[config.mk]
export PLATFORM = sky130hd
export DESIGN_NAME = tce_obuf_flat
export DESIGN_NICKNAME = d
export VERILOG_FILES = /design/src/hdl/tce_pkg.sv /design/src/hdl/tce_out_if.sv /design/src/hdl/tce_obuf.sv /design/src/flat_wrapper.sv
export SDC_FILE = /design/constraint.sdc
export NUM_CORES = 1
export LEC_CHECK = 0
export BUFFER_PORTS_ARGS = -buffer_cell sky130_fd_sc_hd__buf_4
export CORE_MARGIN = 4
export CORE_UTILIZATION = 35
export CTS_BUF_LIST = sky130_fd_sc_hd__clkbuf_4 sky130_fd_sc_hd__clkbuf_8
export DETAILED_ROUTE_END_ITERATION = 10
export PLACE_DENSITY = 0.75
export SLEW_MARGIN = 15
export SYNTH_ARGS = -nofsm -noshare
export SYNTH_HDL_FRONTEND = slang
export SYNTH_SLANG_ARGS = --single-unit
export TNS_END_PERCENT = 20
[constraint.sdc]
create_clock -name clk -period 0.8 [get_ports clk]
set_clock_uncertainty 0.1 [all_clocks]
set_input_delay 0.12 -clock clk [delete_from_list [all_inputs] [get_ports clk]]
set_output_delay 0.12 -clock clk [all_outputs]
set_load 0.01 [all_outputs]
[src/hdl/tce_pkg.sv]
`default_nettype none

package tce_pkg;

  // Field widths of the input and result words.
  localparam int CMD_W    = 2;
  localparam int CON_W    = 2;
  localparam int CHAR_W   = 8;
  localparam int ROW_W    = 5;
  localparam int COL_W    = 7;

  // Command codes.
  localparam logic [CMD_W-1:0] CMD_PUT  = 2'd0;
  localparam logic [CMD_W-1:0] CMD_END  = 2'd1;
  localparam logic [CMD_W-1:0] CMD_READ = 2'd2;

  // Control characters.
  localparam logic [CHAR_W-1:0] CH_BACKSPACE = 8'd8;
  localparam logic [CHAR_W-1:0] CH_TAB       = 8'd9;
  localparam logic [CHAR_W-1:0] CH_NEWLINE   = 8'd10;
  localparam logic [CHAR_W-1:0] CH_SPACE     = 8'd32;

  typedef enum logic [1:0] {
    OP_WRITE  = 2'd0,
    OP_SCROLL = 2'd1,
    OP_MOVE   = 2'd2,
    OP_READ   = 2'd3
  } op_kind_t;

  typedef struct packed {
    op_kind_t            op_kind;
    logic [ROW_W-1:0]    row;
    logic [COL_W-1:0]    col;
    logic [CHAR_W-1:0]   letter;
    logic                last;
  } res_t;

  typedef enum logic [1:0] {
    ST_INIT,
    ST_IDLE,
    ST_READ,
    ST_EMIT
  } seq_state_t;

endpackage

`default_nettype wire

[src/hdl/tce_out_if.sv]
`default_nettype none

interface tce_out_if;
  import tce_pkg::*;

  logic              valid;
  logic              ready;
  op_kind_t          op_kind;
  logic [ROW_W-1:0]  row;
  logic [COL_W-1:0]  col;
  logic [CHAR_W-1:0] letter;
  logic              last;

  modport source (output valid, op_kind, row, col, letter, last, input ready);
  modport sink (input valid, op_kind, row, col, letter, last, output ready);
endinterface

`default_nettype wire

[src/hdl/tce_obuf.sv]
`default_nettype none

module tce_obuf (
  input  logic          clk,
  input  logic          rst_n,
  input  logic          push,
  input  tce_pkg::res_t push_res,
  output logic          can_push,
  tce_out_if.source     out_ch
);
  import tce_pkg::*;

  logic valid_r;
  res_t res_r;

  // The slot takes a new word when empty or when its word leaves this cycle.
  assign can_push = !valid_r || out_ch.ready;

  always_ff @(posedge clk) begin
    if (!rst_n) begin
      valid_r <= 1'b0;
    end else if (push) begin
      valid_r <= 1'b1;
    end else if (out_ch.ready) begin
      valid_r <= 1'b0;
    end
  end

  always_ff @(posedge clk) begin
    if (push) begin
      res_r <= push_res;
    end
  end

  assign out_ch.valid   = valid_r;
  assign out_ch.op_kind = res_r.op_kind;
  assign out_ch.row     = res_r.row;
  assign out_ch.col     = res_r.col;
  assign out_ch.letter  = res_r.letter;
  assign out_ch.last    = res_r.last;

endmodule

`default_nettype wire

[src/flat_wrapper.sv]
// flat-port wrapper written by rule: the top's interface ports become plain ports
module tce_obuf_flat import tce_pkg::*;
  (clk, rst_n, push, push_res, can_push, out_ch_valid, out_ch_op_kind, out_ch_row, out_ch_col, out_ch_letter, out_ch_last, out_ch_ready);
  tce_out_if out_ch_i ();
  input  logic clk;
  input  logic rst_n;
  input  logic push;
  input  tce_pkg::res_t push_res;
  output logic can_push;
  output wire logic [$bits(out_ch_i.valid)-1:0] out_ch_valid;
  output wire logic [$bits(out_ch_i.op_kind)-1:0] out_ch_op_kind;
  output wire logic [$bits(out_ch_i.row)-1:0] out_ch_row;
  output wire logic [$bits(out_ch_i.col)-1:0] out_ch_col;
  output wire logic [$bits(out_ch_i.letter)-1:0] out_ch_letter;
  output wire logic [$bits(out_ch_i.last)-1:0] out_ch_last;
  input wire logic [$bits(out_ch_i.ready)-1:0] out_ch_ready;
  assign out_ch_valid = out_ch_i.valid;
  assign out_ch_op_kind = out_ch_i.op_kind;
  assign out_ch_row = out_ch_i.row;
  assign out_ch_col = out_ch_i.col;
  assign out_ch_letter = out_ch_i.letter;
  assign out_ch_last = out_ch_i.last;
  assign out_ch_i.ready = out_ch_ready;
  tce_obuf u_core (.clk(clk), .rst_n(rst_n), .push(push), .push_res(push_res), .can_push(can_push), .out_ch(out_ch_i));
endmodule
==> flow_summary.json, run 1 <==
{
  "fmaxAchievable_mhz": 916,
  "crit_arrival_ns": 0.87,
  "io_pins": 52,
  "worst_slack_ns": -0.292,
  "holdPathEnd": "u_core.out_ch.letter[0]",
  "whs_ns": -0.0224,
  "drive_gt1_frac": 0.561,
  "clkSinkCount": 24,
  "synth_area_leaders": "edfxtp_1 (93%), dfxtp_1 (2.7%), nand2b_4 (1.9%)",
  "crit_chain": "buf_6",
  "syn_area_per_cell_sq_um": 27.4,
  "grt_max_degree": 25,
  "syn_area_sq_um": 739,
  "final_util": 0.771,
  "dieArea_sq_mm": 0.00291,
  "synth_xor_area_frac": 0,
  "ys_async_sr_fraction": 0,
  "die_w_um": 54.0,
  "postRouteAntennaNets": 0,
  "synth_seq_cells": 24,
  "synth_compound_area_frac": 0.0152,
  "num_rows": 16,
  "worstPathRequired_ns": 0.58,
  "r2r_start": "u_core.out_ch.valid",
  "ys_seq_area_frac": 0.961,
  "muxShareOfSynthArea": 0,
  "vias_per_cell": 4.13,
  "place.gp.congestion": 0.637,
  "synth_fp_nets": 54,
  "cp_slowest_cell": "edfxtp_1",
  "cts_tree": "done",
  "hp-class": "input pin to flip-flop",
  "r2r_cells": 3,
  "synthFlopType": "edfxtp_1",
  "clk_latency_ns": 0.29,
  "core-area_sq_mm": 0.00198,
  "r2r_end": "u_core.out_ch.valid",
  "vias": 553,
  "dieHeight_um": 54.0,
  "grt_pass1_vias": 499,
  "grt.overflow.total": 0,
  "criticalPathCategory": "flip-flop to primary output",
  "cp-start-kind": "flip-flop",
  "path_delay_family": "flip-flops",
  "max_stage_delay_ns": 0.43,
  "first_iter_violations": 3,
  "synthCells": 27,
  "h-tree-depth": 1,
  "relSlewSlack": 0.803,
  "grt_pass1_wl_um": 2180,
  "cts_root_buffer": "clkbuf_4",
  "syn_to_final_growth_pct": 107,
  "drt_first_pass_iters": 4,
  "final-hold-violation-count": 1,
  "antenna_found_initial": 0,
  "tightest_slew_ns": 0.296,
  "clock_path_buffers": 2,
  "violations": "hold timing, setup timing",
  "power_mw": 2.63,
  "endpoint_kind": "primary output",
  "clk_pin_slew_ns": 0.13,
  "hp-start": "push_res[1]",
  "rsz0062_at_grt": "true",
  "fin_tns_setup_ns": -6.70,
  "status": "finished, violations left",
  "yosys.area.top_type": "edfxtp_1",
  "synth-edff-count": 23,
  "drv_cap": 0,
  "slew_violations": 0,
  "portBuffers": 51,
  "period_needed_ns": 1.09,
  "drt_wl_total_um": 1950,
  "drt_drc_violations_left": 0,
  "start_util": 0.373,
  "cp_num_buf_inv": 1,
  "n_antenna_cell": 0,
  "crit_fanout": 1,
  "synthSimpleGateAreaFrac": 0.0186,
  "fin_crit_sh": 1.36,
  "yosys-top-cells-count": "edfxtp_1 (23), a21boi_2 (1), dfxtp_1 (1), inv_1 (1), nand2b_4 (1)",
  "r2r_slack_ns": 0.01,
  "yosysWarnings": 0,
  "numCtsBuffers": 3,
  "wl_per_cell_um": 14.5,
  "grt.total_usage": 0.109,
  "synth_fa_ha_area_frac": 0,
  "synth_cell_types": 5,
  "ir_drop_uv": 1140,
  "layout.nets": 135,
  "yosys.area.top_type_share": 0.934,
  "synth_top_family_by_area": "simple AND/OR/NAND/NOR gates",
  "power.leakage_nw": 0.651,
  "synth_most_common_cell": "edfxtp_1",
  "setup_viol": 40,
  "holdPathStages": 2,
  "power.density_mw_per_mm2": 1720,
  "place_ws_ns": -0.0343
}
registers in the layout, summed over array words and instances (netlist names):
register / cells
u_core.out_ch.last: 1
u_core.out_ch.letter: 8
u_core.out_ch.op_kind: 2
u_core.out_ch.col: 7
u_core.out_ch.valid: 1
u_core.out_ch.row: 5
final cells by class:
cell class	instances	area, sq um
Multi-Input combinational cell	2	25.0
Sequential cell	24	712
Clock buffer	4	36.3
Tap cell	27	33.8
Inverter	1	3.75
Timing Repair Buffer	76	718
Fill cell	124	453
cells by family after synthesis:
kind of cell           after synthesis
DFF                                 24
and+or+nand+nor                      1
AOI/OAI and AO/OA                    1
buffers and inverters                1
power breakdown:
| group | total, mW | switching, mW | internal [mW] |
|---|---|---|---|
| clock | 0.614 | 0.337 | 0.277 |
| sequential | 1.53 | 0.0461 | 1.49 |
| combinational | 0.481 | 0.150 | 0.331 |
| total | 2.63 | 0.533 | 2.09 |
metal layers:
metal  share of wire  GRT usage
met5               0          0
met4               0     0.0383
met3            0.10     0.0499
met2            0.60      0.196
met1            0.30      0.111
cell usage in the layout, fill, tap and decap left out:
cell	count
inv_1	1
clkbuf_4	3
a21boi_2	1
nand2b_4	1
buf_4	29
dlygate4sd3_1	23
clkbuf_8	1
dfxtp_2	1
edfxtp_1	23
buf_6	24
how the worst max path moves through the flow:
| stage | cells after the start | end | from | slack (ns) |
|---|---|---|---|---|
| finish | 1 | out_ch_col[1] | u_core.out_ch.col[1] | -0.29 |
| CTS | 1 | out_ch_op_kind[1] | u_core.out_ch.op_kind[1] | -0.28 |
| global route | 1 | out_ch_col[1] | u_core.out_ch.col[1] | -0.33 |
| detailed placement | 1 | u_core.out_ch.col[5] | push | -0.03 |
| global placement | 1 | u_core.out_ch.row[4] | push | -0.02 |
| floorplan | 2 | u_core.out_ch.valid | u_core.out_ch.valid | 0.04 |
what timing repair did:
action | CTS | global route
endpoints found under the setup margin | 25 | 26
resized for setup | 13 | 13
hold endpoints to repair | 24 | 13
buffers inserted | 0 | 1
hold buffers | 12 | 12
pin swaps | 0 | 1
cloned | 0 | 0
per-stage QoR:
stage                     cells  instance area, sq um  hold slack (ns)
after floorplan              27                   739            0.119
after global placement      105                  1160            0.198
after detailed placement    105                  1160            0.199
after CTS                   121                  1360           -0.116
after global routing        134                  1530          -0.0375
final                       134                  1530          -0.0224
(Power assumes the default switching activity.)
==> run 2: changes to the inputs <==
CORE_MARGIN = default   (was 4)
PLACE_DENSITY = default   (was 0.75)
PLACE_DENSITY_LB_ADDON = 0.15   (was default)
==> flow_summary.json, run 2 (synthesis results as in run 1) <==
{
  "status": "finished, violations left",
  "violations": "hold timing, setup timing",
  "ir_drop_uv": 1200,
  "fin_crit_sh": 1.38,
  "numCtsBuffers": 3,
  "grt_max_degree": 25,
  "die_w_um": 48.0,
  "core-area_sq_mm": 0.00198,
  "dp_cells": 105,
  "start_util": 0.373,
  "grt_pass1_wl_um": 1780,
  "crit_fanout": 1,
  "design_area_sq_mm": 0.00150,
  "postRouteAntennaNets": 0,
  "clk_latency_ns": 0.29,
  "endpoint_kind": "primary output",
  "setup_viol": 35,
  "comb_power_share": 0.187,
  "final_common_cell": "buf_4",
  "largest_reg_flops": 8,
  "grt.overflow.total": 0,
  "max_stage_delay_ns": 0.43,
  "cts_tree": "done",
  "fmaxAchievable_mhz": 906,
  "h-tree-depth": 1,
  "instances_no_fill": 133,
  "drt_first_pass_iters": 4,
  "power.leakage_nw": 0.651,
  "power.clock.fraction": 0.204,
  "worst_slack_ns": -0.303,
  "place.gp.congestion": 0.598,
  "cp_num_buf_inv": 1,
  "cts_root_buffer": "clkbuf_4",
  "criticalPathCategory": "flip-flop to primary output",
  "hp-class": "input pin to flip-flop",
  "period_needed_ns": 1.10,
  "syn_to_final_growth_pct": 103,
  "clock_path_buffers": 2,
  "switching_power_uw": 520,
  "rsz0062_at_grt": "true",
  "portBuffers": 51,
  "clkSinkCount": 24,
  "num_rows": 16,
  "grt.total_usage": 0.121,
  "cp_slowest_cell": "edfxtp_1",
  "tightest_slew_ns": 0.285,
  "antenna_found_initial": 0,
  "place_area_sq_mm": 0.00116,
  "final-hold-violation-count": 5,
  "crit_arrival_ns": 0.88,
  "power.density_mw_per_mm2": 1670,
  "power.internal_mw": 1.99,
  "slew_violations": 0,
  "cp-start-kind": "flip-flop",
  "drv_cap": 0,
  "relSlewSlack": 0.810,
  "clk_pin_slew_ns": 0.13,
  "n_antenna_cell": 0,
  "postCtsSetupBuffers": 0,
  "power_mw": 2.51,
  "vias": 552,
  "power_frac_seq": 0.609,
  "dieHeight_um": 48.0,
  "path_delay_family": "flip-flops",
  "crit_chain": "buf_6",
  "layout.nets": 134,
  "first_iter_violations": 18,
  "vias_per_cell": 4.15,
  "grt_pass1_vias": 444,
  "wl_per_cell_um": 12.1,
  "dieArea_sq_mm": 0.00230,
  "drt_wl_total_um": 1610,
  "p_sw_frac": 0.207,
  "drive_gt1_frac": 0.575,
  "worstPathRequired_ns": 0.58,
  "drt_drc_violations_left": 0,
  "final_cell_mix": "buf_4 (32), buf_6 (23), edfxtp_1 (23)",
  "whs_ns": -0.0222,
  "io_pins": 52
}
run 2: cell types whose count changed in the layout (fill, tap and decap cells not counted), sizes merged:
cell,previous run,this run
buf,53,55
clkbuf,4,3
clkinv,0,1
dlygate4sd3,23,19
dlymetal6s4s,0,1
run 2: metal layers:
metal | share of wire | routed length [um] | global-route usage
met1 | 0.29 | 468 | 0.121
met2 | 0.64 | 1020 | 0.232
met3 | 0.071 | 114 | 0.0226
met4 | 0 | 0 | 0.0667
met5 | 0 | 0 | 0
run 2: what timing repair did:
item / CTS / global route
cloned: 0 / 0
hold endpoints to repair: 24 / 8
setup endpoints to repair: 25 / 30
hold buffers: 20 / 4
resized for setup: 11 / 18
run 2: path summary, 6_finish.rpt:
check / start / endpoint / slack [ns] / cells past startpoint
max: u_core.out_ch.letter[0] / out_ch_letter[0] / -0.30 / 1
max reg2reg: u_core.out_ch.valid / u_core.out_ch.valid / 0.10 / 2
min: push_res[10] / u_core.out_ch.col[1] / -0.02 / 2
min reg2reg: u_core.out_ch.valid / u_core.out_ch.valid / 0.39 / 2
run 2: stage by stage:
| stage | util | setup WS (ns) | setup TNS (ns) |
|---|---|---|---|
| floorplan | - | 0.0360 | 0 |
| global placement | 0.583 | -0.0274 | -0.619 |
| detailed placement | 0.583 | -0.0250 | -0.556 |
| CTS | 0.717 | -0.293 | -6.63 |
| global route | 0.758 | -0.345 | -7.54 |
| finish | 0.758 | -0.303 | -6.57 |
run 2: final cells by class:
class                   instances  area (sq um)
inverters                       1          3.75
clock inverters                 1          3.75
well taps                      27          33.8
multi-input cells               2          25.0
clock buffers                   3          22.5
repair buffers                 75           702
fillers                       123           479
flip-flops and latches         24           712
run 2: power groups by stage:
stage | clock (mW) | sequential [mW] | combinational (mW)
after global routing | 0.579 | 1.54 | 0.501
after global placement | 0 | 1.54 | 0.322
after CTS | 0.519 | 1.52 | 0.419
final | 0.513 | 1.53 | 0.470
after floorplan | 0 | 1.60 | 0.0112
after detailed placement | 0 | 1.54 | 0.322
==> run 3: changes to the inputs <==
MAX_ROUTING_LAYER = met4   (was default)
SLEW_MARGIN = default   (was 15)
clock period = 1 ns   (was 0.8 ns; I/O delays follow)
==> flow_summary.json, run 3 (synthesis results as in run 1) <==
{
  "design_area_sq_mm": 0.00151,
  "dp_cells": 105,
  "cp_slowest_cell": "edfxtp_1",
  "tightest_slew_ns": 0.295,
  "place.gp.congestion": 0.601,
  "cp-start-kind": "flip-flop",
  "numCtsBuffers": 3,
  "r2r_slack_ns": 0.29,
  "clk_pin_slew_ns": 0.12,
  "period_needed_ns": 1.12,
  "cp_num_buf_inv": 1,
  "slew_violations": 0,
  "first_iter_violations": 0,
  "status": "finished, violations left",
  "setup_viol": 25,
  "portBuffers": 51,
  "worstPathRequired_ns": 0.75,
  "grt.overflow.total": 0,
  "h-tree-depth": 1,
  "dieArea_sq_mm": 0.00230,
  "instances_no_fill": 133,
  "vias": 561,
  "hpwlAfterDp_um": 882,
  "wl_per_cell_um": 12.6,
  "relSlewSlack": 0.804,
  "max_stage_delay_ns": 0.43,
  "ir_drop_uv": 1040,
  "clk_latency_ns": 0.30,
  "final-hold-violation-count": 0,
  "criticalPathCategory": "flip-flop to primary output",
  "core-area_sq_mm": 0.00198,
  "endpoint_kind": "primary output",
  "grt_pass1_wl_um": 2080,
  "num_rows": 16,
  "final_common_cell": "buf_4",
  "io_pins": 52,
  "largest_reg_flops": 8,
  "crit_chain": "buf_6",
  "fmaxAchievable_mhz": 889,
  "syn_to_final_growth_pct": 104,
  "cts_tree": "done",
  "cts_root_buffer": "clkbuf_4",
  "start_util": 0.373,
  "path_delay_family": "flip-flops",
  "postCtsSetupBuffers": 0,
  "vias_per_cell": 4.22,
  "drive_gt1_frac": 0.538,
  "hp-class": "input pin to flip-flop",
  "die_w_um": 48.0,
  "drt_drc_violations_left": 0,
  "rsz0062_at_grt": "true",
  "power.leakage_nw": 0.638,
  "drt_first_pass_iters": 1,
  "drt_wl_total_um": 1670,
  "crit_fanout": 1,
  "grt_pass1_vias": 483,
  "drv_cap": 0,
  "final_cell_mix": "buf_4 (29), dlygate4sd3_1 (24), edfxtp_1 (23)",
  "power.density_mw_per_mm2": 1340,
  "place_area_sq_mm": 0.00116,
  "crit_arrival_ns": 0.87,
  "worst_slack_ns": -0.124,
  "fin_crit_sh": 1.12,
  "clkSinkCount": 24,
  "antenna_found_initial": 0,
  "dieHeight_um": 48.0,
  "layout.nets": 134,
  "n_antenna_cell": 0,
  "violations": "setup timing",
  "grt.total_usage": 0.154,
  "postRouteAntennaNets": 0,
  "clock_path_buffers": 2,
  "grt_max_degree": 25
}
==> run 3: cell types whose count changed in the layout (fill, tap and decap cells not counted) <==
cell and delta:
buf_4 -3, dlymetal6s4s_1 -1, dlygate4sd3_1 +5, buf_6 -1
==> run 3: layout make-up <==
class                      count  area, sq um
tap                           27         33.8
clock inverter                 1         3.75
timing repair buffer          75          706
fill                         116          475
multi-input combinational      2         25.0
clock buffer                   3         22.5
sequential                    24          712
inverter                       1         3.75
==> run 3: per-layer routing <==
layer,part of all wire,global-route usage,vias up
met5,0,-,-
met4,0.0048,0.100,0
met3,0.044,0.0226,2
met2,0.61,0.273,30
met1,0.34,0.154,268
li1,-,-,261
==> run 3: through the flow <==
stage	hold WS [ns]	utilization	setup TNS [ns]	setup WS [ns]	power, mW
after floorplan	0.149	-	0	0.236	1.29
after detailed placement	0.229	0.583	0	0.140	1.49
after CTS	0.00678	0.735	-2.47	-0.125	1.99
after global placement	0.229	0.583	0	0.144	1.49
after global routing	0.00313	0.760	-3.37	-0.169	2.11
final	0.0128	0.760	-2.26	-0.124	2.02
==> run 3: worst paths after layout <==
kind                              from                  end  cells past startpoint
hold / removal            out_ch_ready  u_core.out_ch.valid                      3
setup reg to reg   u_core.out_ch.valid  u_core.out_ch.valid                      2
hold reg to reg    u_core.out_ch.valid  u_core.out_ch.valid                      2
setup / recovery  u_core.out_ch.col[6]        out_ch_col[6]                      1
==> run 3: what timing repair did <==
action	4_1_cts	5_1_grt
setup endpoints to repair	25	25
resized for setup	10	13
endpoints found under the hold margin	24	0
hold buffers	24	0
==> run 3: where the power goes <==
group          total (mW)  leakage [nW]  switching [mW]  internal, mW
registers            1.22         0.234          0.0350          1.19
logic               0.378         0.389           0.119         0.259
clock network       0.419        0.0154           0.273         0.146
total                2.02         0.638           0.427          1.59
