$ cat config.mk
export PLATFORM = sky130hd
export DESIGN_NAME = tce_seq_flat
export DESIGN_NICKNAME = d
export VERILOG_FILES = /design/src/hdl/tce_pkg.sv /design/src/hdl/tce_in_if.sv /design/src/hdl/tce_seq.sv /design/src/flat_wrapper.sv
export SDC_FILE = /design/constraint.sdc
export NUM_CORES = 1
export LEC_CHECK = 0
export ABC_AREA = 1
export BUFFER_PORTS_ARGS = -buffer_cell sky130_fd_sc_hd__buf_2
export CORE_MARGIN = 4
export CORE_UTILIZATION = 41
export CTS_CLUSTER_DIAMETER = 100
export DETAILED_ROUTE_END_ITERATION = 8
export MAX_ROUTING_LAYER = met4
export PLACE_DENSITY = 0.66
export SLEW_MARGIN = 20
export SYNTH_ARGS = -nofsm -noshare
export SYNTH_HDL_FRONTEND = slang
export SYNTH_SLANG_ARGS = --single-unit
$ cat constraint.sdc
create_clock -name clk -period 19.25 [get_ports clk]
set_input_delay 4.8125 -clock clk [delete_from_list [all_inputs] [get_ports clk]]
set_output_delay 4.8125 -clock clk [all_outputs]
set_load 0.01 [all_outputs]
$ cat src/hdl/tce_pkg.sv
`default_nettype none

package tce_pkg;

  // Field widths of the input and result words.
  localparam int CMD_W    = 2;
  localparam int CON_W    = 2;
  localparam int CHAR_W   = 8;
  localparam int ROW_W    = 5;
  localparam int COL_W    = 7;

  // Command codes.
  localparam logic [CMD_W-1:0] CMD_PUT  = 2'd0;
  localparam logic [CMD_W-1:0] CMD_END  = 2'd1;
  localparam logic [CMD_W-1:0] CMD_READ = 2'd2;

  // Control characters.
  localparam logic [CHAR_W-1:0] CH_BACKSPACE = 8'd8;
  localparam logic [CHAR_W-1:0] CH_TAB       = 8'd9;
  localparam logic [CHAR_W-1:0] CH_NEWLINE   = 8'd10;
  localparam logic [CHAR_W-1:0] CH_SPACE     = 8'd32;

  typedef enum logic [1:0] {
    OP_WRITE  = 2'd0,
    OP_SCROLL = 2'd1,
    OP_MOVE   = 2'd2,
    OP_READ   = 2'd3
  } op_kind_t;

  typedef struct packed {
    op_kind_t            op_kind;
    logic [ROW_W-1:0]    row;
    logic [COL_W-1:0]    col;
    logic [CHAR_W-1:0]   letter;
    logic                last;
  } res_t;

  typedef enum logic [1:0] {
    ST_INIT,
    ST_IDLE,
    ST_READ,
    ST_EMIT
  } seq_state_t;

endpackage

`default_nettype wire

$ cat src/hdl/tce_in_if.sv
`default_nettype none

interface tce_in_if;
  import tce_pkg::*;

  logic              valid;
  logic              ready;
  logic [CMD_W-1:0]  cmd;
  logic [CON_W-1:0]  console;
  logic [CHAR_W-1:0] char_code;
  logic [ROW_W-1:0]  read_row;
  logic [COL_W-1:0]  read_col;

  modport source (output valid, cmd, console, char_code, read_row, read_col,
                  input ready);
  modport sink (input valid, cmd, console, char_code, read_row, read_col,
                output ready);
endinterface

`default_nettype wire

$ cat src/hdl/tce_seq.sv
`default_nettype none

module tce_seq #(
  parameter int CONSOLES = 4,
  parameter int ROWS     = 25,
  parameter int COLS     = 80,
  parameter int NW       = 2,
  parameter int RW       = 5,
  parameter int CW       = 7,
  parameter int AW       = 14
) (
  input  logic                       clk,
  input  logic                       rst_n,
  tce_in_if.sink                     in_ch,
  input  logic                       cfg_wr_en,
  input  logic [tce_pkg::CON_W-1:0]  cfg_wr_data,
  input  logic                       can_push,
  output logic                       push,
  output tce_pkg::res_t              push_res,
  output logic                       mem_we,
  output logic                       mem_re,
  output logic [AW-1:0]              mem_addr,
  output logic [tce_pkg::CHAR_W-1:0] mem_wr_data,
  input  logic [tce_pkg::CHAR_W-1:0] mem_rd_data
);
  import tce_pkg::*;

  // Screen row to physical row through the ring top pointer.
  function automatic logic [RW-1:0] phys(input logic [RW-1:0] top,
                                         input logic [RW-1:0] r);
    logic [RW:0] s;
    s = {1'b0, top} + {1'b0, r};
    if (s >= (RW+1)'(ROWS)) begin
      s = s - (RW+1)'(ROWS);
    end
    return s[RW-1:0];
  endfunction

  seq_state_t state_r, state_nxt;
  logic [CON_W-1:0] cur_con_r;

  // Per-console context.
  logic [CW-1:0] col_r [CONSOLES];
  logic [RW-1:0] row_r [CONSOLES];
  logic [CW-1:0] lim_r [CONSOLES];
  logic [RW-1:0] top_r [CONSOLES];

  logic [AW-1:0] init_cnt_r, init_cnt_nxt;

  logic pend_wr_r, pend_wr_nxt;
  logic pend_scr_r, pend_scr_nxt;
  logic pend_mv_r, pend_mv_nxt;
  logic [ROW_W-1:0]  wr_row_r, wr_row_nxt;
  logic [COL_W-1:0]  wr_col_r, wr_col_nxt;
  logic [CHAR_W-1:0] wr_let_r, wr_let_nxt;
  logic [ROW_W-1:0]  mv_row_r, mv_row_nxt;
  logic [COL_W-1:0]  mv_col_r, mv_col_nxt;
  logic [ROW_W-1:0]  rd_row_r, rd_row_nxt;
  logic [COL_W-1:0]  rd_col_r, rd_col_nxt;
  logic              rd_ok_r, rd_ok_nxt;

  logic          clr_act_r, clr_act_nxt;
  logic [NW-1:0] clr_con_r, clr_con_nxt;
  logic [RW-1:0] clr_row_r, clr_row_nxt;
  logic [CW-1:0] clr_col_r, clr_col_nxt;

  logic          con_ok;
  logic [NW-1:0] idx;
  logic [CW-1:0] cc, lm;
  logic [RW-1:0] cr, tp;
  logic          show;
  logic          line;
  logic          ctx_we;
  logic [CW-1:0] col_n, lim_n;
  logic [RW-1:0] row_n, top_n;
  logic [CHAR_W-1:0] put_ch;

  assign con_ok = 32'(in_ch.console) < CONSOLES;
  assign idx    = NW'(in_ch.console);
  assign cc     = col_r[idx];
  assign cr     = row_r[idx];
  assign lm     = lim_r[idx];
  assign tp     = top_r[idx];
  assign show   = in_ch.console == cur_con_r;
  assign put_ch = (in_ch.char_code == CH_TAB) ? CH_SPACE : in_ch.char_code;

  always_comb begin
    state_nxt    = state_r;
    init_cnt_nxt = init_cnt_r;
    pend_wr_nxt  = pend_wr_r;
    pend_scr_nxt = pend_scr_r;
    pend_mv_nxt  = pend_mv_r;
    wr_row_nxt   = wr_row_r;
    wr_col_nxt   = wr_col_r;
    wr_let_nxt   = wr_let_r;
    mv_row_nxt   = mv_row_r;
    mv_col_nxt   = mv_col_r;
    rd_row_nxt   = rd_row_r;
    rd_col_nxt   = rd_col_r;
    rd_ok_nxt    = rd_ok_r;
    clr_act_nxt  = clr_act_r;
    clr_con_nxt  = clr_con_r;
    clr_row_nxt  = clr_row_r;
    clr_col_nxt  = clr_col_r;
    in_ch.ready  = 1'b0;
    mem_we       = 1'b0;
    mem_re       = 1'b0;
    mem_addr     = '0;
    mem_wr_data  = '0;
    push         = 1'b0;
    push_res     = '0;
    ctx_we       = 1'b0;
    line         = 1'b0;
    col_n        = cc;
    lim_n        = lm;
    row_n        = cr;
    top_n        = tp;

    unique case (state_r)
      ST_INIT: begin
        mem_we       = 1'b1;
        mem_addr     = init_cnt_r;
        init_cnt_nxt = init_cnt_r + 1'b1;
        if (init_cnt_r == '1) begin
          state_nxt = ST_IDLE;
        end
      end

      ST_IDLE: begin
        in_ch.ready = 1'b1;
        if (in_ch.valid && con_ok) begin
          unique case (in_ch.cmd)
            CMD_END: begin
              ctx_we = 1'b1;
              lim_n  = cc;
            end
            CMD_READ: begin
              mem_re     = 1'b1;
              mem_addr   = {idx, phys(tp, RW'(in_ch.read_row)), CW'(in_ch.read_col)};
              rd_ok_nxt  = (32'(in_ch.read_row) < ROWS) && (32'(in_ch.read_col) < COLS);
              rd_row_nxt = in_ch.read_row;
              rd_col_nxt = in_ch.read_col;
              state_nxt  = ST_READ;
            end
            CMD_PUT: begin
              ctx_we = 1'b1;
              if (in_ch.char_code == CH_NEWLINE) begin
                col_n = '0;
                lim_n = '0;
                line  = 1'b1;
              end else if (in_ch.char_code == CH_BACKSPACE) begin
                if (cc > lm) begin
                  col_n       = cc - 1'b1;
                  mem_we      = 1'b1;
                  mem_addr    = {idx, phys(tp, cr), CW'(cc - 1'b1)};
                  pend_wr_nxt = show;
                  wr_row_nxt  = ROW_W'(cr);
                  wr_col_nxt  = COL_W'(CW'(cc - 1'b1));
                  wr_let_nxt  = '0;
                end
              end else begin
                mem_we      = 1'b1;
                mem_addr    = {idx, phys(tp, cr), cc};
                mem_wr_data = put_ch;
                pend_wr_nxt = show;
                wr_row_nxt  = ROW_W'(cr);
                wr_col_nxt  = COL_W'(cc);
                wr_let_nxt  = put_ch;
                if (cc == CW'(COLS - 1)) begin
                  col_n = '0;
                  lim_n = '0;
                  line  = 1'b1;
                end else begin
                  col_n = cc + 1'b1;
                end
              end
              if (line) begin
                if (cr >= RW'(ROWS - 1)) begin
                  clr_act_nxt  = 1'b1;
                  clr_con_nxt  = idx;
                  clr_row_nxt  = tp;
                  clr_col_nxt  = '0;
                  top_n        = (tp == RW'(ROWS - 1)) ? '0 : tp + 1'b1;
                  pend_scr_nxt = show;
                end else begin
                  row_n = cr + 1'b1;
                end
              end
              pend_mv_nxt = show;
              mv_row_nxt  = ROW_W'(row_n);
              mv_col_nxt  = COL_W'(col_n);
              state_nxt   = ST_EMIT;
            end
            default: begin
            end
          endcase
        end
      end

      ST_READ: begin
        if (can_push) begin
          push             = 1'b1;
          push_res.op_kind = OP_READ;
          push_res.row     = rd_row_r;
          push_res.col     = rd_col_r;
          push_res.letter  = rd_ok_r ? mem_rd_data : '0;
          push_res.last    = 1'b1;
          state_nxt        = ST_IDLE;
        end
      end

      ST_EMIT: begin
        // The row sweep owns the memory port; words go out alongside it.
        if (clr_act_r) begin
          mem_we   = 1'b1;
          mem_addr = {clr_con_r, clr_row_r, clr_col_r};
          if (clr_col_r == CW'(COLS - 1)) begin
            clr_act_nxt = 1'b0;
          end else begin
            clr_col_nxt = clr_col_r + 1'b1;
          end
        end
        if (can_push) begin
          priority if (pend_wr_r) begin
            push             = 1'b1;
            push_res.op_kind = OP_WRITE;
            push_res.row     = wr_row_r;
            push_res.col     = wr_col_r;
            push_res.letter  = wr_let_r;
            pend_wr_nxt      = 1'b0;
          end else if (pend_scr_r) begin
            push             = 1'b1;
            push_res.op_kind = OP_SCROLL;
            pend_scr_nxt     = 1'b0;
          end else if (pend_mv_r) begin
            push             = 1'b1;
            push_res.op_kind = OP_MOVE;
            push_res.row     = mv_row_r;
            push_res.col     = mv_col_r;
            push_res.last    = 1'b1;
            pend_mv_nxt      = 1'b0;
          end
        end
        if (!pend_wr_nxt && !pend_scr_nxt && !pend_mv_nxt && !clr_act_nxt) begin
          state_nxt = ST_IDLE;
        end
      end

      default: begin
        state_nxt = ST_INIT;
      end
    endcase
  end

  always_ff @(posedge clk) begin
    if (!rst_n) begin
      state_r    <= ST_INIT;
      cur_con_r  <= '0;
      init_cnt_r <= '0;
      pend_wr_r  <= 1'b0;
      pend_scr_r <= 1'b0;
      pend_mv_r  <= 1'b0;
      clr_act_r  <= 1'b0;
      for (int i = 0; i < CONSOLES; i++) begin
        col_r[i] <= '0;
        row_r[i] <= '0;
        lim_r[i] <= '0;
        top_r[i] <= '0;
      end
    end else begin
      state_r    <= state_nxt;
      init_cnt_r <= init_cnt_nxt;
      pend_wr_r  <= pend_wr_nxt;
      pend_scr_r <= pend_scr_nxt;
      pend_mv_r  <= pend_mv_nxt;
      clr_act_r  <= clr_act_nxt;
      if (cfg_wr_en) begin
        cur_con_r <= cfg_wr_data;
      end
      if (ctx_we) begin
        col_r[idx] <= col_n;
        row_r[idx] <= row_n;
        lim_r[idx] <= lim_n;
        top_r[idx] <= top_n;
      end
    end
  end

  always_ff @(posedge clk) begin
    wr_row_r  <= wr_row_nxt;
    wr_col_r  <= wr_col_nxt;
    wr_let_r  <= wr_let_nxt;
    mv_row_r  <= mv_row_nxt;
    mv_col_r  <= mv_col_nxt;
    rd_row_r  <= rd_row_nxt;
    rd_col_r  <= rd_col_nxt;
    rd_ok_r   <= rd_ok_nxt;
    clr_con_r <= clr_con_nxt;
    clr_row_r <= clr_row_nxt;
    clr_col_r <= clr_col_nxt;
  end

endmodule

`default_nettype wire

$ cat src/flat_wrapper.sv
// flat-port wrapper written by rule: the top's interface ports become plain ports
module tce_seq_flat import tce_pkg::*;
#(
  parameter int CONSOLES = 4,
  parameter int ROWS     = 25,
  parameter int COLS     = 80,
  parameter int NW       = 2,
  parameter int RW       = 5,
  parameter int CW       = 7,
  parameter int AW       = 14
)
  (clk, rst_n, cfg_wr_en, cfg_wr_data, can_push, push, push_res, mem_we, mem_re, mem_addr, mem_wr_data, mem_rd_data, in_ch_valid, in_ch_cmd, in_ch_console, in_ch_char_code, in_ch_read_row, in_ch_read_col, in_ch_ready);
  tce_in_if in_ch_i ();
  input  logic clk;
  input  logic rst_n;
  input  logic cfg_wr_en;
  input  logic [tce_pkg::CON_W-1:0] cfg_wr_data;
  input  logic can_push;
  output logic push;
  output tce_pkg::res_t push_res;
  output logic mem_we;
  output logic mem_re;
  output logic [AW-1:0] mem_addr;
  output logic [tce_pkg::CHAR_W-1:0] mem_wr_data;
  input  logic [tce_pkg::CHAR_W-1:0] mem_rd_data;
  input wire logic [$bits(in_ch_i.valid)-1:0] in_ch_valid;
  input wire logic [$bits(in_ch_i.cmd)-1:0] in_ch_cmd;
  input wire logic [$bits(in_ch_i.console)-1:0] in_ch_console;
  input wire logic [$bits(in_ch_i.char_code)-1:0] in_ch_char_code;
  input wire logic [$bits(in_ch_i.read_row)-1:0] in_ch_read_row;
  input wire logic [$bits(in_ch_i.read_col)-1:0] in_ch_read_col;
  output wire logic [$bits(in_ch_i.ready)-1:0] in_ch_ready;
  assign in_ch_i.valid = in_ch_valid;
  assign in_ch_i.cmd = in_ch_cmd;
  assign in_ch_i.console = in_ch_console;
  assign in_ch_i.char_code = in_ch_char_code;
  assign in_ch_i.read_row = in_ch_read_row;
  assign in_ch_i.read_col = in_ch_read_col;
  assign in_ch_ready = in_ch_i.ready;
  tce_seq #(.CONSOLES(CONSOLES), .ROWS(ROWS), .COLS(COLS), .NW(NW), .RW(RW), .CW(CW), .AW(AW)) u_core (.clk(clk), .rst_n(rst_n), .in_ch(in_ch_i), .cfg_wr_en(cfg_wr_en), .cfg_wr_data(cfg_wr_data), .can_push(can_push), .push(push), .push_res(push_res), .mem_we(mem_we), .mem_re(mem_re), .mem_addr(mem_addr), .mem_wr_data(mem_wr_data), .mem_rd_data(mem_rd_data));
endmodule
==> results of run 1 <==
## cell usage after synthesis (all sizes together) (2+ instances only)
cell    instances
buf            24
ha             29
dfxtp          22
o21ai          76
fa              2
a32o           24
nand4          11
a22oi          10
xnor2           3
edfxtp        155
a21oi          47
inv           187
o22ai           2
o221ai          4
o21a            2
o21bai          2
a211oi          2
xor2           10
a221oi          6
a21o            2
clkbuf         26
nor4            4
nor2          185
nor3           23
nand3b          3
nand2         255
nand3          96
o211ai          8
a31oi           5
clkinv          2
## final timing paths
| kind | slack (ns) | startpoint | end |
|---|---|---|---|
| max | 5.55 | in_ch_console[0] | mem_addr[7] |
| min reg2reg | 0.48 | u_core.init_cnt_r[3]$_SDFFE_PN0P_ | u_core.init_cnt_r[3]$_SDFFE_PN0P_ |
| min | 0.48 | u_core.init_cnt_r[3]$_SDFFE_PN0P_ | u_core.init_cnt_r[3]$_SDFFE_PN0P_ |
| max reg2reg | 15.17 | u_core.state_r[0]$_SDFFE_PN0P_ | u_core.col_r[1][4]$_SDFFCE_PN0P_ |
## cell families (layout without fill, tap and decap cells)
group	Yosys count	count (layout)
AOI/OAI and AO/OA	194	194
xor gates and xnor gates	13	13
adders and majority gates	31	31
buffers and inverters	239	318
DFF	177	177
and+or+nand+nor	578	578
## flip-flops by register name (all words and copies together) (netlist names), 5 cells and up
signal             cells
u_core.clr_col_r       7
u_core.clr_row_r       5
u_core.col_r          28
u_core.init_cnt_r     14
u_core.lim_r          28
u_core.mv_col_r        7
u_core.mv_row_r        5
u_core.rd_col_r        7
u_core.rd_row_r        5
u_core.row_r          20
u_core.top_r          20
u_core.wr_col_r        7
u_core.wr_let_r        8
u_core.wr_row_r        5
## worst min-delay path, cell delays in order, from the launching register on
cell and delay, ns:
sky130_fd_sc_hd__dfxtp_1 0.34, sky130_fd_sc_hd__inv_1 0.06, sky130_fd_sc_hd__a21oi_1 0.05
## layer usage
layer / vias to the layer above / part of all wire (%)
li1: 4262 / -
met2: 334 / 46
met3: 50 / 7.2
met1: 4196 / 44
met4: 0 / 2.0
met5: - / 0
## report_power, final
part	switching (uW)	internal (uW)	leakage, uW
clock network	167	172	0.000282
registers	3.13	424	0.00172
logic	82.9	36.4	0.00303
## layout make-up
type | instances | area share (%)
Inverter | 189 | 6.10
Timing Repair Buffer | 97 | 4.37
Clock inverter | 15 | 1.33
Multi-Input combinational cell | 816 | 37.4
Tap cell | 330 | 3.54
Sequential cell | 177 | 43.6
Clock buffer | 17 | 3.64
## metrics by stage
stage	setup WS (ns)	total power [uW]	util, %	instances	hold WS (ns)
after floorplan	6.36	521	-	1232	0.441
after global placement	5.65	552	44.1	1609	0.465
after detailed placement	5.57	554	44.1	1609	0.473
after CTS	5.55	888	46.4	1641	0.485
after global routing	5.11	920	46.4	1641	0.511
final	5.55	886	46.4	1641	0.485
==> reports/qor.yml, run 1 <==
worst_ir_drop_vdd_mv: 0.0606
min_period_over_period_pct: 71.2
critical-path-slowest-cell: "sky130_fd_sc_hd__buf_2"
worstSkewPairLatency_ns: 0.44
cpLargestDelayFamily: "simple AND/OR/NAND/NOR gates"
fmaxAchievable_mhz: 73.0
setup_viol_count_final: 0
finalWorstPathRequiredPeriod_ns: 13.70
boundaryPins: 88
grt_pass1_vias: 8281
drc_violation_total_after_the_first_tritonroute_iteration: 991
hp-class: "flop to flop"
wl_per_cell_um: 17.9
htreeDepth: 4
timing.critical_path.from_type: "input pin"
proportion_of_layout_cells_with_a_drive_suffix_above_1_pct: 15.4
path_clk_slew_ns: 0.07
grt_start_max_net_pins: 39
power.density_cell_area_nw_per_um2: 75.9
relSlewSlack_pct: 27.6
n_antenna_cell: 0
rsz0062_at_grt: "false"
ys_seq_elements: 177
initial_utilization_pct: 41.6
postRouteWirelength_um: 29300
area_growth_from_synthesis_to_layout_pct: 11.4
synthesis.area_um2: 10500
post-route-cell-area_um2: 11700
grt_remaining_overflow: 0
worst-path-stages: 18
gr-usage-all-layers_pct: 21.0
synth.net_count: 1302
yosysTopAreaCell: "sky130_fd_sc_hd__edfxtp_1"
vias_after_detailed_routing: 8842
worst_path_most_repeated_cell: "sky130_fd_sc_hd__nand2_1"
met3_track_utilization_from_global_routing_pct: 3.40
timing.critical_path.to_type: "primary output"
std_cell_rows: 58
post_route_antenna_net_violation_count: 0
slew_at_the_pin_closest_to_its_max_slew_limit_ns: 1.08
final_nets: 1368
yosys-top-cells-area: "sky130_fd_sc_hd__edfxtp_1 (44%), sky130_fd_sc_hd__nand2_1 (8.7%), sky130_fd_sc_hd__inv_1 (6.1%)"
floorplan.die.width_um: 168
cts-resized-gates: 0
synth_adder_area_share_pct: 3.84
netlist_instances: 1232
grt.met1_usage_pct: 28.5
tritoncts.num_buffers: 17
critical_path.n_buffers_inverters: 3
critPathArrivalTime_ns: 8.89
final_max_slew_viol_count: 0
final_common_cell: "sky130_fd_sc_hd__nand2_1"
outcome: "finished clean"
muxShareOfSynthArea_pct: 0
timing.max_cap.violations: 0
timing.setup.critical_path_class: "input pin to primary output"
clkSinkCount: 177
cells_on_worst_hold_path: 2
synth_compound_area_share_pct: 12.2
yosys_most_used_dff: "sky130_fd_sc_hd__edfxtp_1"
yosys.area.top_type_share_pct: 44.4
cts-root-to-sink-buffers: 2
io_buffers: 87
global_route.peak_usage_layer: "met2"
fin_tns_setup_ns: 0
gp_congestion: 0.942
cell_at_the_root_of_the_clock_tree: "sky130_fd_sc_hd__clkbuf_16"
grt_antenna_before_repair: 0
synth_edf_count: 155
placeableCoreArea_um2: 25200
cp_slowest_stage_delay_ns: 0.65
synth-async-reset-ratio_pct: 0
synth_simple_gate_area_share_pct: 24.4
post_cts.repair.setup_buffers: 0
rr_worst_depth: 15
xor_xnor_fraction_of_synth_area_pct: 1.09
combinational_family_with_the_most_area_after_synthesis: "simple AND/OR/NAND/NOR gates"
mostFrequentLayoutCells: "sky130_fd_sc_hd__nand2_1 (242), sky130_fd_sc_hd__inv_1 (170), sky130_fd_sc_hd__nor2_1 (164)"
place_area_um2: 11100
crit_path_cell_trace: "buf_2 > inv_4 > nand2_2 > o211ai_2 > ha_1 > fa_1 > xnor2_1 > nand2_1 > nor2_1 > nor2_1 > nand2_1 > nand2_1 > nand2_1 > nand3_1 > o21ai_0 > nand2_1 > nand2_1 > buf_2"
synth.yosys.warnings: 0
dp.final_hpwl_um: 21300
nFillCells: 2410
cts_tree: "done"
first_pass_detailed_route_iteration_total: 6
timing_hold_violations_final: 0
synth_cell_types: 52
dieArea_um2: 28200
avgViaCountPerCell: 5.39
leakage_uw: 0.00503
sequential_element_share_of_the_synthesized_area_pct: 48.6
cts-hold-fix-buffers: 0
path_max_fanout: 38
wire_length_of_the_first_global_routing_pass_um: 45800
post-route-drc-count: 0
multi_input_area_um2: 4370
die_height_um: 168
worstPathRequired_ns: 14.44
sequential_cell_area_um2: 5090
synth_area_per_cell_um2: 8.51
timing.clock.skew_ns: 0.0105
use_met2_pct: 33.0
Power figures use the tool's default switching activity.
==> inputs of run 2 (changes only) <==
Clock period 19.25 ns to 13.95 ns, I/O delays scaled along.
==> reports/qor.yml, run 2 (same netlist as run 1, synthesis figures left out) <==
dp.final_hpwl_um: 21300  # about the same
initial_utilization_pct: 41.6  # unchanged
worstReg2RegStart: "u_core.state_r[0]$_SDFFE_PN0P_"
outcome: "finished clean"
cts-root-to-sink-buffers: 2  # unchanged
grt.met1_usage_pct: 28.3  # -0.18 points
worst_ir_drop_vdd_mv: 0.0764  # +26%
critical-path-slowest-cell: "sky130_fd_sc_hd__buf_2"
met3_track_utilization_from_global_routing_pct: 3.29  # -0.12 points
io_buffers: 87  # unchanged
finalHoldWorstSlack_ns: 0.483  # -0.00188 ns
path_clk_slew_ns: 0.08  # about the same
final_common_cell: "sky130_fd_sc_hd__nand2_1"
n_antenna_cell: 0  # unchanged
timing.setup.critical_path_class: "input pin to primary output"
hold_path.startpoint: "u_core.init_cnt_r[1]$_SDFFE_PN0P_"
postRouteWirelength_um: 29200  # -0.55%
clkSinkCount: 177  # unchanged
wl_per_cell_um: 17.8  # -0.55%
final_max_slew_viol_count: 0  # unchanged
gp_congestion: 0.939  # -0.23%
grt_remaining_overflow: 0  # unchanged
die_height_um: 168  # unchanged
placeableCoreArea_um2: 25200  # unchanged
cts-resized-gates: 0  # unchanged
vias_after_detailed_routing: 8821  # -0.24%
worstSkewPairLatency_ns: 0.43  # about the same
place_area_um2: 11100  # unchanged
post_cts.repair.setup_buffers: 0  # unchanged
global_route.peak_usage_layer: "met2"
cell_at_the_root_of_the_clock_tree: "sky130_fd_sc_hd__clkbuf_16"
cells_on_worst_hold_path: 2  # unchanged
grt_start_max_net_pins: 39  # unchanged
place_worst_setup_slack_ns: 2.94  # -2.62 ns
post-route-drc-count: 0  # unchanged
proportion_of_layout_cells_with_a_drive_suffix_above_1_pct: 15.4  # unchanged
setup_viol_count_final: 0  # unchanged
mostFrequentLayoutCells: "sky130_fd_sc_hd__nand2_1 (242), sky130_fd_sc_hd__inv_1 (170), sky130_fd_sc_hd__nor2_1 (164)"
cts-hold-fix-buffers: 0  # unchanged
timing.critical_path.from_type: "input pin"
r2r-end: "u_core.col_r[1][5]$_SDFFCE_PN0P_"
use_met2_pct: 32.4  # -0.59 points
final_nets: 1368  # unchanged
std_cell_rows: 58  # unchanged
tritoncts.num_buffers: 17  # unchanged
timing.critical_path.to_type: "primary output"
slew_at_the_pin_closest_to_its_max_slew_limit_ns: 1.00  # -0.0826 ns
post_route_antenna_net_violation_count: 0  # unchanged
rr_worst_depth: 15  # unchanged
timing.max_cap.violations: 0  # unchanged
worst_hold_path.endpoint: "u_core.init_cnt_r[1]$_SDFFE_PN0P_"
relSlewSlack_pct: 33.1  # +5.5 points
wire_length_of_the_first_global_routing_pass_um: 45200  # -1.3%
setup.reg_to_reg.worst_slack_ns: 9.91  # -5.26 ns
post-route-cell-area_um2: 11700  # +0.16%
reg.largest.list: "u_core.col_r: 28 flops, u_core.lim_r: 28 flops"
path_max_fanout: 38  # unchanged
worst_path_most_repeated_cell: "sky130_fd_sc_hd__nand2_1"
htreeDepth: 4  # unchanged
timing.clock.skew_ns: 0.0152  # +0.00465 ns
total_power_uw: 1240  # +40%
finalWorstPathRequiredPeriod_ns: 11.05
hp-class: "flop to flop"
cp_slowest_stage_delay_ns: 0.68  # +0.03 ns
area_growth_from_synthesis_to_layout_pct: 11.6
rsz0062_at_grt: "false"
grt_antenna_before_repair: 0  # unchanged
nFillCells: 2420  # +0.41%
fin_ws_ns: 2.90  # -2.65 ns
crit_path_cell_trace: "buf_2 > inv_4 > nand2_2 > o211ai_2 > ha_1 > fa_1 > xnor2_1 > nand2_1 > nor2_1 > nor2_1 > nand2_1 > nand2_1 > nand2_1 > nand3_1 > o21ai_0 > nand2_1 > nand2_1 > buf_2"
leakage_uw: 0.00503  # +0.14%
worstPathRequired_ns: 10.46  # -3.98 ns
boundaryPins: 88  # unchanged
min_period_over_period_pct: 79.2
floorplan.die.width_um: 168  # unchanged
critPathArrivalTime_ns: 7.57  # -1.32 ns
drc_violation_total_after_the_first_tritonroute_iteration: 973  # -1.8%
power.density_cell_area_nw_per_um2: 106  # +40%
dieArea_um2: 28200  # unchanged
first_pass_detailed_route_iteration_total: 5  # -1
grt_pass1_vias: 8091  # -2.3%
fmaxAchievable_mhz: 90.5
cts_tree: "done"
gr-usage-all-layers_pct: 20.8  # -0.25 points
avgViaCountPerCell: 5.38  # -0.24%
timing_hold_violations_final: 0  # unchanged
fin_tns_setup_ns: 0  # unchanged
==> run 2: critical path: cells and delay by family <==
| kind | cells | cell delay, ns |
|---|---|---|
| simple gates | 10 | 1.41 |
| buf+inv | 3 | 1.14 |
| fa+ha+maj | 2 | 0.77 |
| xor+xnor | 1 | 0.35 |
| compound gates | 2 | 0.39 |
==> run 2: how the worst max path moves through the flow <==
stage	from	endpoint	slack, ns	cells after the start
finish	in_ch_console[0]	mem_addr[10]	2.90	18
detailed placement	in_ch_console[0]	mem_addr[10]	2.94	18
CTS	in_ch_console[0]	mem_addr[10]	2.95	18
floorplan	in_ch_console[0]	mem_addr[5]	3.71	17
global placement	in_ch_console[0]	mem_addr[7]	3.00	18
global route	in_ch_console[0]	mem_addr[10]	2.54	18
==> run 2: power breakdown <==
group / internal, uW / switching [uW] / total [uW]
sequential: 585 / 4.32 / 590
combinational: 50.2 / 114 / 164
clock: 257 / 233 / 490
==> run 2: metal layers <==
metal | share of wire [%] | up-vias
met3 | 6.8 | 48
met2 | 46 | 343
met5 | 0 | -
li1 | - | 4257
met4 | 2.0 | 0
met1 | 45 | 4173
==> run 2: cell type report <==
class	count	area [um^2]	area share (%)
multi-input combinational	816	4370	37.4
clock buffer	18	429	3.67
tap	330	413	3.53
timing repair buffer	97	510	4.36
inverter	189	712	6.09
clock inverter	14	165	1.41
sequential	177	5090	43.6
==> run 2: per-stage QoR <==
step | std cells | utilization, %
floorplan | 1232 | -
global placement | 1609 | 44.1
detailed placement | 1609 | 44.1
CTS | 1641 | 46.4
global route | 1641 | 46.4
finish | 1641 | 46.4
